===== src/hdl/vca_pkg.sv =====
// Shared widths, codes and command types for the voice channel allocator.
package vca_pkg;

  localparam int REQ_W      = 2;
  localparam int PRIO_W     = 8;
  localparam int CLASS_W    = 4;
  localparam int REL_W      = 6;
  localparam int STAT_W     = 2;
  localparam int CHAN_W     = 6;
  localparam int CNT_W      = 7;
  localparam int ACT_W      = 7;
  localparam int CFG_IDX_W  = 1;
  localparam int CFG_DATA_W = 7;

  // command queue between front and back
  localparam int Q_DEPTH = 2;
  localparam int Q_AW    = 1;

  localparam logic [ACT_W-1:0] ACTIVE_RST = 7'd8;

  localparam logic [CFG_IDX_W-1:0] CFG_ACTIVE  = 1'b0;
  localparam logic [CFG_IDX_W-1:0] CFG_REPLACE = 1'b1;

  localparam logic [STAT_W-1:0] STAT_GRANTED = 2'd0;
  localparam logic [STAT_W-1:0] STAT_REFUSED = 2'd1;
  localparam logic [STAT_W-1:0] STAT_DONE    = 2'd2;

  typedef enum logic [REQ_W-1:0] {
    OP_START    = 2'd0,
    OP_STOP_SRC = 2'd1,
    OP_RELEASE  = 2'd2,
    OP_STOP_ALL = 2'd3
  } op_e;

  typedef struct packed {
    op_e                 op;
    logic [PRIO_W-1:0]   prio;
    logic [CLASS_W-1:0]  cls;
    logic [REL_W-1:0]    rel;
    logic                rel_ok;   // release index names an existing channel
  } cmd_t;

  typedef struct packed {
    logic valid;
    cmd_t cmd;
  } head_t;

endpackage


===== src/hdl/voice_channel_allocator.sv =====
// Top level of the voice channel allocator: config registers, front end and back end.
//
// Usage:
//   Requests enter on start/busy: a beat is taken at a rising edge with start high
//   and busy low. The front end classifies it and parks it in a two-entry queue;
//   busy rises only when that queue is full.
//   Each request yields exactly one result beat: done_o is high for one cycle with
//   status_o, channel_index_o and stopped_count_o. The receiver cannot stall, so
//   results are never held back.
//   Config beats (cfg_valid_i/cfg_ready_o, cfg_index_i, cfg_data_i) write
//   active_channels (index 0) or replace_mode (index 1); ready is always high.
//   Write config only while no request is outstanding.
// Scans (n = active channels, capped at MAX_CHANNELS):
//   The channel table has one read port, so scans look at one channel per cycle.
//   start: up to three scans (pre-stop, allocate, evict) over the n channels;
//   stop by source one scan; release none; stop all walks the n busy bits.
//   Items are processed one at a time, after passing through the queue.
// Reset: all channels free, active_channels = 8, replace_mode = 0, queue empty.
// No clearing pass is needed: busy bits are flops cleared by reset.
module voice_channel_allocator #(
  parameter int MAX_CHANNELS = 64,
  parameter int SOURCE_BITS  = 16
) (
  input  logic                              clk_i,
  input  logic                              rst_ni,
  // request channel
  input  logic                              start,
  output logic                              busy,
  input  logic [vca_pkg::REQ_W-1:0]         req_type_i,
  input  logic [SOURCE_BITS-1:0]            source_id_i,
  input  logic [vca_pkg::PRIO_W-1:0]        sound_priority_i,
  input  logic [vca_pkg::CLASS_W-1:0]       sound_class_i,
  input  logic [vca_pkg::REL_W-1:0]         release_index_i,
  // config write channel
  input  logic                              cfg_valid_i,
  output logic                              cfg_ready_o,
  input  logic [vca_pkg::CFG_IDX_W-1:0]     cfg_index_i,
  input  logic [vca_pkg::CFG_DATA_W-1:0]    cfg_data_i,
  // result channel
  output logic                              done_o,
  output logic [vca_pkg::STAT_W-1:0]        status_o,
  output logic [vca_pkg::CHAN_W-1:0]        channel_index_o,
  output logic [vca_pkg::CNT_W-1:0]         stopped_count_o
);

  logic [vca_pkg::ACT_W-1:0]  active_q;
  logic                       replace_q;
  vca_pkg::head_t             head;
  logic [SOURCE_BITS-1:0]     head_src;
  logic                       pop;

  assign cfg_ready_o = 1'b1;

  // config registers; writes to unknown indexes are dropped
  always_ff @(posedge clk_i or negedge rst_ni) begin
    if (!rst_ni) begin
      active_q  <= vca_pkg::ACTIVE_RST;
      replace_q <= 1'b0;
    end else if (cfg_valid_i && cfg_ready_o) begin
      case (cfg_index_i)
        vca_pkg::CFG_ACTIVE:  active_q  <= cfg_data_i;
        vca_pkg::CFG_REPLACE: replace_q <= cfg_data_i[0];
        default: ;
      endcase
    end
  end

  vca_front #(
    .MAX_CHANNELS (MAX_CHANNELS),
    .SOURCE_BITS  (SOURCE_BITS)
  ) u_front (
    .clk_i            (clk_i),
    .rst_ni           (rst_ni),
    .start            (start),
    .busy             (busy),
    .req_type_i       (req_type_i),
    .source_id_i      (source_id_i),
    .sound_priority_i (sound_priority_i),
    .sound_class_i    (sound_class_i),
    .release_index_i  (release_index_i),
    .head_o           (head),
    .head_src_o       (head_src),
    .pop_i            (pop)
  );

  vca_engine #(
    .MAX_CHANNELS (MAX_CHANNELS),
    .SOURCE_BITS  (SOURCE_BITS)
  ) u_engine (
    .clk_i           (clk_i),
    .rst_ni          (rst_ni),
    .active_i        (active_q),
    .replace_i       (replace_q),
    .head_i          (head),
    .head_src_i      (head_src),
    .pop_o           (pop),
    .done_o          (done_o),
    .status_o        (status_o),
    .channel_index_o (channel_index_o),
    .stopped_count_o (stopped_count_o)
  );

endmodule


===== src/hdl/vca_front.sv =====
// Command front end: accepts requests, classifies them and queues them.
module vca_front #(
  parameter int MAX_CHANNELS = 64,
  parameter int SOURCE_BITS  = 16
) (
  input  logic                          clk_i,
  input  logic                          rst_ni,
  input  logic                          start,
  output logic                          busy,
  input  logic [vca_pkg::REQ_W-1:0]     req_type_i,
  input  logic [SOURCE_BITS-1:0]        source_id_i,
  input  logic [vca_pkg::PRIO_W-1:0]    sound_priority_i,
  input  logic [vca_pkg::CLASS_W-1:0]   sound_class_i,
  input  logic [vca_pkg::REL_W-1:0]     release_index_i,
  output vca_pkg::head_t                head_o,
  output logic [SOURCE_BITS-1:0]        head_src_o,
  input  logic                          pop_i
);

  localparam int AW  = vca_pkg::Q_AW;
  localparam int QCW = vca_pkg::Q_AW + 1;
  localparam logic [QCW-1:0] FULL = QCW'(vca_pkg::Q_DEPTH);

  vca_pkg::cmd_t             in_cmd;
  vca_pkg::cmd_t             cmd_mem_q [vca_pkg::Q_DEPTH];
  logic [SOURCE_BITS-1:0]    src_mem_q [vca_pkg::Q_DEPTH];
  logic [AW-1:0]             wr_ptr_q, wr_ptr_d;
  logic [AW-1:0]             rd_ptr_q, rd_ptr_d;
  logic [QCW-1:0]            count_q, count_d;
  logic                      push;

  always_comb begin
    in_cmd.op     = vca_pkg::op_e'(req_type_i);
    in_cmd.prio   = sound_priority_i;
    in_cmd.cls    = sound_class_i;
    in_cmd.rel    = release_index_i;
    in_cmd.rel_ok = (32'(release_index_i) < MAX_CHANNELS);
  end

  assign busy = (count_q == FULL);
  assign push = start && !busy;

  always_comb begin
    wr_ptr_d = push  ? wr_ptr_q + 1'b1 : wr_ptr_q;
    rd_ptr_d = pop_i ? rd_ptr_q + 1'b1 : rd_ptr_q;
    count_d  = count_q;
    case ({push, pop_i})
      2'b10:   count_d = count_q + 1'b1;
      2'b01:   count_d = count_q - 1'b1;
      default: count_d = count_q;
    endcase
  end

  always_ff @(posedge clk_i) begin
    if (push) begin
      cmd_mem_q[wr_ptr_q] <= in_cmd;
      src_mem_q[wr_ptr_q] <= source_id_i;
    end
  end

  always_ff @(posedge clk_i or negedge rst_ni) begin
    if (!rst_ni) begin
      wr_ptr_q <= '0;
      rd_ptr_q <= '0;
      count_q  <= '0;
    end else begin
      wr_ptr_q <= wr_ptr_d;
      rd_ptr_q <= rd_ptr_d;
      count_q  <= count_d;
    end
  end

  assign head_o.valid = (count_q != '0);
  assign head_o.cmd   = cmd_mem_q[rd_ptr_q];
  assign head_src_o   = src_mem_q[rd_ptr_q];

endmodule


===== src/hdl/vca_engine.sv =====
// Back end: channel table and the scan sequencer that carries out each command.
module vca_engine #(
  parameter int MAX_CHANNELS = 64,
  parameter int SOURCE_BITS  = 16
) (
  input  logic                          clk_i,
  input  logic                          rst_ni,
  input  logic [vca_pkg::ACT_W-1:0]     active_i,
  input  logic                          replace_i,
  input  vca_pkg::head_t                head_i,
  input  logic [SOURCE_BITS-1:0]        head_src_i,
  output logic                          pop_o,
  output logic                          done_o,
  output logic [vca_pkg::STAT_W-1:0]    status_o,
  output logic [vca_pkg::CHAN_W-1:0]    channel_index_o,
  output logic [vca_pkg::CNT_W-1:0]     stopped_count_o
);

  localparam int CW   = (MAX_CHANNELS > 1) ? $clog2(MAX_CHANNELS) : 1;
  localparam int NW   = $clog2(MAX_CHANNELS + 1);
  localparam int EW   = SOURCE_BITS + vca_pkg::CLASS_W + vca_pkg::PRIO_W;
  localparam int CNW  = vca_pkg::CNT_W;
  localparam int CHW  = vca_pkg::CHAN_W;

  typedef enum logic [2:0] {
    S_IDLE,
    S_PRE_STOP,
    S_ALLOC,
    S_EVICT,
    S_STOP_SRC,
    S_RELEASE,
    S_STOP_ALL
  } state_e;

  state_e                     state_q;
  logic [MAX_CHANNELS-1:0]    busy_q;
  logic [NW-1:0]              issue_q;
  logic                       chk_vld_q;
  logic [CW-1:0]              chk_idx_q;
  vca_pkg::cmd_t              cmd_q;
  logic [SOURCE_BITS-1:0]     src_q;
  logic [CNW-1:0]             stopped_q;
  logic                       done_q;
  logic [vca_pkg::STAT_W-1:0] status_q;
  logic [CW-1:0]              chan_q;
  logic [CNW-1:0]             cnt_out_q;

  // channel table: source, class, priority per channel
  logic [EW-1:0]              mem_q [MAX_CHANNELS];
  logic [EW-1:0]              rd_data_q;

  logic [NW-1:0]              n_s;
  logic                       issue_more;
  logic [CW-1:0]              rd_addr;
  logic [CW-1:0]              rel_idx;
  logic [SOURCE_BITS-1:0]     ent_src;
  logic [vca_pkg::CLASS_W-1:0] ent_cls;
  logic [vca_pkg::PRIO_W-1:0] ent_prio;
  logic                       ent_busy;
  logic                       src_eq, cls_eq;
  logic                       pre_hit, alloc_hit, evict_hit, stop_hit, rel_hit;
  logic                       scanning;
  logic                       scan_end;
  logic                       mem_we;

  always_comb begin
    n_s = (32'(active_i) > MAX_CHANNELS) ? NW'(MAX_CHANNELS) : NW'(active_i);
    issue_more = (issue_q < n_s);
    rd_addr    = issue_q[CW-1:0];
    rel_idx    = CW'(cmd_q.rel);
    {ent_src, ent_cls, ent_prio} = rd_data_q;
    ent_busy   = busy_q[chk_idx_q];
    src_eq     = (ent_src == src_q);
    cls_eq     = (ent_cls == cmd_q.cls);
    pre_hit    = ent_busy && src_eq && (!replace_i || cls_eq);
    // first free channel, or a busy one from the same nonzero source and class
    alloc_hit  = !ent_busy || ((src_q != '0) && src_eq && cls_eq);
    evict_hit  = (ent_prio >= cmd_q.prio);
    stop_hit   = ent_busy && src_eq;
    rel_hit    = cmd_q.rel_ok && busy_q[rel_idx];
    scanning   = state_q inside {S_PRE_STOP, S_ALLOC, S_EVICT, S_STOP_SRC};
    scan_end   = !chk_vld_q && !issue_more;
    mem_we     = chk_vld_q && (((state_q == S_ALLOC) && alloc_hit) ||
                               ((state_q == S_EVICT) && evict_hit));
  end

  assign pop_o = (state_q == S_IDLE) && head_i.valid;

  always_ff @(posedge clk_i) begin
    if (mem_we) begin
      mem_q[chk_idx_q] <= {src_q, cmd_q.cls, cmd_q.prio};
    end
    rd_data_q <= mem_q[rd_addr];
  end

  always_ff @(posedge clk_i or negedge rst_ni) begin
    if (!rst_ni) begin
      state_q   <= S_IDLE;
      busy_q    <= '0;
      issue_q   <= '0;
      chk_vld_q <= 1'b0;
      chk_idx_q <= '0;
      cmd_q     <= '0;
      src_q     <= '0;
      stopped_q <= '0;
      done_q    <= 1'b0;
      status_q  <= vca_pkg::STAT_DONE;
      chan_q    <= '0;
      cnt_out_q <= '0;
    end else begin
      done_q <= 1'b0;
      // read pipeline: issue one address a beat, check the one before it
      if (scanning) begin
        chk_vld_q <= issue_more;
        chk_idx_q <= rd_addr;
        if (issue_more) begin
          issue_q <= issue_q + 1'b1;
        end
      end
      case (state_q)
        S_IDLE: begin
          if (head_i.valid) begin
            cmd_q     <= head_i.cmd;
            src_q     <= head_src_i;
            stopped_q <= '0;
            issue_q   <= '0;
            chk_vld_q <= 1'b0;
            case (head_i.cmd.op)
              vca_pkg::OP_START:    state_q <= S_PRE_STOP;
              vca_pkg::OP_STOP_SRC: state_q <= S_STOP_SRC;
              vca_pkg::OP_RELEASE:  state_q <= S_RELEASE;
              vca_pkg::OP_STOP_ALL: state_q <= S_STOP_ALL;
              default:              state_q <= S_IDLE;
            endcase
          end
        end
        S_PRE_STOP: begin
          if (chk_vld_q && pre_hit) begin
            busy_q[chk_idx_q] <= 1'b0;
            stopped_q <= CNW'(1);
            issue_q   <= '0;
            chk_vld_q <= 1'b0;
            state_q   <= S_ALLOC;
          end else if (scan_end) begin
            issue_q <= '0;
            state_q <= S_ALLOC;
          end
        end
        S_ALLOC: begin
          if (chk_vld_q && alloc_hit) begin
            busy_q[chk_idx_q] <= 1'b1;
            done_q    <= 1'b1;
            status_q  <= vca_pkg::STAT_GRANTED;
            chan_q    <= chk_idx_q;
            cnt_out_q <= stopped_q + CNW'(ent_busy);
            chk_vld_q <= 1'b0;
            state_q   <= S_IDLE;
          end else if (scan_end) begin
            issue_q <= '0;
            state_q <= S_EVICT;
          end
        end
        S_EVICT: begin
          if (chk_vld_q && evict_hit) begin
            busy_q[chk_idx_q] <= 1'b1;
            done_q    <= 1'b1;
            status_q  <= vca_pkg::STAT_GRANTED;
            chan_q    <= chk_idx_q;
            cnt_out_q <= stopped_q + CNW'(ent_busy);
            chk_vld_q <= 1'b0;
            state_q   <= S_IDLE;
          end else if (scan_end) begin
            done_q    <= 1'b1;
            status_q  <= vca_pkg::STAT_REFUSED;
            chan_q    <= '0;
            cnt_out_q <= stopped_q;
            state_q   <= S_IDLE;
          end
        end
        S_STOP_SRC: begin
          if (chk_vld_q && stop_hit) begin
            busy_q[chk_idx_q] <= 1'b0;
            done_q    <= 1'b1;
            status_q  <= vca_pkg::STAT_DONE;
            chan_q    <= '0;
            cnt_out_q <= CNW'(1);
            chk_vld_q <= 1'b0;
            state_q   <= S_IDLE;
          end else if (scan_end) begin
            done_q    <= 1'b1;
            status_q  <= vca_pkg::STAT_DONE;
            chan_q    <= '0;
            cnt_out_q <= '0;
            state_q   <= S_IDLE;
          end
        end
        S_RELEASE: begin
          if (rel_hit) begin
            busy_q[rel_idx] <= 1'b0;
          end
          done_q    <= 1'b1;
          status_q  <= vca_pkg::STAT_DONE;
          chan_q    <= '0;
          cnt_out_q <= CNW'(rel_hit);
          state_q   <= S_IDLE;
        end
        S_STOP_ALL: begin
          // walk the busy bits one channel a beat
          if (issue_more) begin
            if (busy_q[rd_addr]) begin
              busy_q[rd_addr] <= 1'b0;
              stopped_q <= stopped_q + 1'b1;
            end
            issue_q <= issue_q + 1'b1;
          end else begin
            done_q    <= 1'b1;
            status_q  <= vca_pkg::STAT_DONE;
            chan_q    <= '0;
            cnt_out_q <= stopped_q;
            state_q   <= S_IDLE;
          end
        end
        default: state_q <= S_IDLE;
      endcase
    end
  end

  assign done_o          = done_q;
  assign status_o        = status_q;
  assign channel_index_o = CHW'(chan_q);
  assign stopped_count_o = cnt_out_q;

  a_done_single: assert property (@(posedge clk_i) disable iff (!rst_ni)
    done_q |=> !done_q)
    else $error("result strobe held for more than one cycle");

  a_grant_busy: assert property (@(posedge clk_i) disable iff (!rst_ni)
    done_q && (status_q == vca_pkg::STAT_GRANTED) |-> busy_q[chan_q])
    else $error("granted channel not marked busy");

  a_check_range: assert property (@(posedge clk_i) disable iff (!rst_ni)
    chk_vld_q |-> (32'(chk_idx_q) < 32'(n_s)))
    else $error("scan checks a channel outside the active range");

  a_start_stops: assert property (@(posedge clk_i) disable iff (!rst_ni)
    done_q && (status_q != vca_pkg::STAT_DONE) |-> (cnt_out_q <= CNW'(2)))
    else $error("start request stopped more than two channels");

  a_pop_leaves_idle: assert property (@(posedge clk_i) disable iff (!rst_ni)
    pop_o |=> (state_q != S_IDLE))
    else $error("command popped but sequencer stayed idle");

endmodule


===== config.mk =====
export PLATFORM = sky130hd
export DESIGN_NAME = voice_channel_allocator
export DESIGN_NICKNAME = d
export VERILOG_FILES = /design/src/hdl/vca_pkg.sv /design/src/hdl/voice_channel_allocator.sv /design/src/hdl/vca_front.sv /design/src/hdl/vca_engine.sv
export SDC_FILE = /design/constraint.sdc
export NUM_CORES = 2
export LEC_CHECK = 0
export ABC_AREA = 1
export BUFFER_PORTS_ARGS = -buffer_cell sky130_fd_sc_hd__buf_2
export CAP_MARGIN = 20
export CORE_AREA = 2 2 454 411
export CTS_CLUSTER_DIAMETER = 150
export DETAILED_ROUTE_END_ITERATION = 6
export DIE_AREA = 0 0 456 413
export PLACE_DENSITY = 0.65
export SETUP_SLACK_MARGIN = 0.3
export SLEW_MARGIN = 15
export SYNTH_ARGS = -nofsm -noshare
export SYNTH_HDL_FRONTEND = slang
export SYNTH_HIERARCHICAL = 1
export SYNTH_SLANG_ARGS = --single-unit

===== constraint.sdc =====
create_clock -name clk_i -period 5.3 [get_ports clk_i]
set_clock_uncertainty 0.05 [all_clocks]
set_input_delay 1.06 -clock clk_i [delete_from_list [all_inputs] [get_ports clk_i]]
set_output_delay 1.06 -clock clk_i [all_outputs]
set_load 0.02 [all_outputs]

==> impl_metrics.tcl <==
set metrics [dict create \
    cp_slowest_cell "dfrtp_2" \
    fin_cells 9220 \
    postPlaceCellArea_sq_mm 0.0865 \
    cts_resized 0 \
    dp_hpwl_mm 167 \
    fin_nets 6696 \
    totalWireLength_mm 267 \
    cts.sinks 2043 \
    numCtsBuffers 192 \
    dp.cells 8864 \
    clk-insertion-delay-late_ns 0.85 \
    synth_area_sq_mm 0.0820 \
    reg2reg_slack_ns 0.73 \
    netlist-cell-type-count 48 \
    dr.pass1.iters 7 \
    finalSetupViolCount 0 \
    p_seq_share_pct 41.3 \
    finish.utilization_pct 50.4 \
    cts_root_buffer "clkbuf_16" \
    vias_per_cell 6.04 \
    drcViolationCount 0 \
    avgSynthCellArea_sq_um 12.7 \
    worst_slack_ns 0.733 \
    p_sw_share_pct 37.9 \
    cts_hold_buf 0 \
    antenna_found_initial 13 \
    drtIter0Drc 9748 \
    synth.ff_latch_count 2043 \
    area_growth_pct 13.0 \
    power_frac_comb_pct 31.8 \
    timing.slew.headroom_pct 23.7 \
    cp-end-kind "register" \
    core_area_sq_mm 0.184 \
    criticalPathCategory "register to register" \
    grt_pass1_wl_mm 378 \
    die_area_sq_mm 0.188 \
    via_count 55676 \
    total_power_mw 50.9 \
    worstPathMaxFanout 44 \
    slowest_delay_ns 0.77 \
    ys_seq_area_share_pct 73.5 \
    max_freq_mhz 219 \
    clockBufferDepth 3 \
    drv_slew 0 \
    peakVddDrop_mv 0.570 \
    grt_overflow 0 \
    grt_max_degree 88 \
    ant_nets 0 \
    ys.flop_type "edfxtp_1" \
    die_y_um 413 \
    synth.net_count 6539 \
    hold_viol_final 0 \
    switchingPower_mw 19.3 \
    cts_tree "yes" \
    arrival_ns 5.01 \
    syn_inst 6472 \
    post_cts_buffers 0 \
    worst_hold_path_type "input pin to async pin" \
    layout-drive-gt1-share_pct 10.7 \
    routedWlPerCell_um 29.0 \
    drv_cap 0 \
    clk_pin_slew_ns 0.07 \
    rr_worst_depth 11 \
    rows 150 \
    required_ns 5.74 \
    rr_startpoint "u_engine/issue_q[0]" \
    yosys_warnings 6 \
    tightest_slew_ns 1.14 \
    place_ws_ns 0.968 \
    timing.final.crit_share_pct 86.2 \
    die_x_um 456 \
    start_util_pct 44.6 \
    async_flop_share_pct 7.39 \
    htree_levels 4 \
    p_clk_share_pct 26.8 \
    cp_cell_sequence "clkinv_1, nand3_1, inv_8, buf_4, buf_4, a22oi_1, nand4_1, nand2_1, nand2_1, nor2_1, nand4_1" \
    mostFrequentLayoutCells "edfxtp_1 (1864), nand2_1 (1719), inv_1 (372)" \
    grt_pass1_vias 51126 \
    r2r-end "u_engine/rd_data_q[5]" \
    hold_slack_ns 0.254 \
    layout_commonest_cell "edfxtp_1" \
    io_buffers 64 \
    synth_edf_count 1864 \
    grt.total_usage_pct 27.9 \
    io_pins 66 \
    internal_power_mw 31.6 \
    power_density_mw_per_mm2 549 \
    final_area_sq_mm 0.0927 \
    period_minus_slack_ns 4.57 \
    status "complete, no violations" \
    cellLeakagePower_nw 32.3 \
    fin_tns_setup_ns 0 \
    rsz0062_at_grt "no" \
    start_kind "register" \
    gp_congestion 0.952 \
]
==> critical path: cells and delay by family (launching register included) <==
family          cells  cell delay [ns]
simple gates        6             1.83
buf+inv             4             1.42
flops               1             0.77
compound gates      1             0.16
==> synthesized netlist by cell type, types with 28 or more instances <==
| library cell | n | area [sq um] |
|---|---|---|
| o21ai_1 | 47 | 235 |
| nand2_1 | 1719 | 6450 |
| buf_1 | 51 | 191 |
| dfrtp_1 | 149 | 3730 |
| nor3_1 | 57 | 285 |
| dfxtp_1 | 28 | 561 |
| a22o_1 | 85 | 744 |
| o21ai_0 | 364 | 1820 |
| a21oi_1 | 132 | 661 |
| inv_1 | 375 | 1410 |
| a221oi_1 | 160 | 1400 |
| nand3_1 | 206 | 1030 |
| a22oi_1 | 263 | 1970 |
| buf_2 | 86 | 430 |
| nand4_1 | 251 | 1570 |
| nor2_1 | 177 | 664 |
| nor2_2 | 69 | 432 |
| clkbuf_1 | 178 | 668 |
| edfxtp_1 | 1864 | 56000 |
==> flip-flops by register name, indices dropped and copies added, names as in the netlist <==
name	flops
u_engine/chk_vld_q	1
u_engine/rd_data_q	28
u_engine/stopped_q	7
u_front/wr_ptr_q	1
u_engine/mem_q	1792
replace_q	1
u_engine/channel_index_o	6
u_front/count_q	2
u_front/rd_ptr_q	1
u_engine/rel_idx	6
u_engine/stopped_count_o	7
u_engine/status_o	2
u_engine/src_q	16
active_q	7
u_engine/done_o	1
u_engine/chk_idx_q	6
u_engine/busy_q	64
u_engine/cmd_q	13
u_engine/state_q	3
u_front/cmd_mem_q	40
u_engine/issue_q	7
u_front/src_mem_q	32
==> worst max path at each step <==
| stage | from | endpoint | slack [ns] | cells after the start |
|---|---|---|---|---|
| floorplan | u_engine/cmd_q[18] | u_engine/mem_q[0][0] | 0.89 | 12 |
| global placement | u_engine/issue_q[0] | u_engine/rd_data_q[5] | 1.0 | 11 |
| detailed placement | u_engine/issue_q[0] | u_engine/rd_data_q[5] | 0.97 | 11 |
| CTS | u_engine/issue_q[0] | u_engine/rd_data_q[5] | 0.99 | 11 |
| global route | u_engine/issue_q[0] | u_engine/rd_data_q[9] | 0.82 | 11 |
| finish | u_engine/issue_q[0] | u_engine/rd_data_q[5] | 0.73 | 11 |
==> routing by layer <==
| metal | up-vias | track usage (%) | share of wire, % |
|---|---|---|---|
| met1 | 27659 | 39.3 | 39 |
| met5 | - | 0 | 0.017 |
| met2 | 3614 | 40.5 | 43 |
| met3 | 547 | 8.47 | 14 |
| met4 | 6 | 11.1 | 4.3 |
| li1 | 23850 | - | - |
==> cell type report <==
cell class                      count  area (sq um)
Sequential cell                  2043         60400
Clock buffer                      240          5100
Clock inverter                    108          1020
Multi-Input combinational cell   3695         19100
Inverter                          390          1520
Antenna cell                        5          12.5
Fill cell                       15544         91400
Timing Repair Buffer              307          2570
Tap cell                         2432          3040
==> power by group through the flow <==
stage               sequential [mW]  clock, mW  combinational [mW]
floorplan                      22.0          0                7.42
global placement               21.3          0                15.6
detailed placement             21.4          0                15.7
CTS                            21.0       13.8                15.7
global route                   21.1       14.4                16.9
finish                         21.0       13.6                16.2
==> logic make-up (layout without fill, tap and decap cells) <==
logic type | count (synthesis) | in the layout | share of synthesized area (%)
buffers and inverters | 734 | 1045 | 3.72
and+or+nand+nor | 2522 | 2522 | 13.1
xor gates and xnor gates | 35 | 35 | 0.374
other | 2 | 7 | 0.00915
AOI/OAI and AO/OA | 1117 | 1117 | 8.97
adders and majority gates | 19 | 19 | 0.290
DFF | 2043 | 2043 | 73.5
Note: power is estimated with default switching activity, not from simulation.
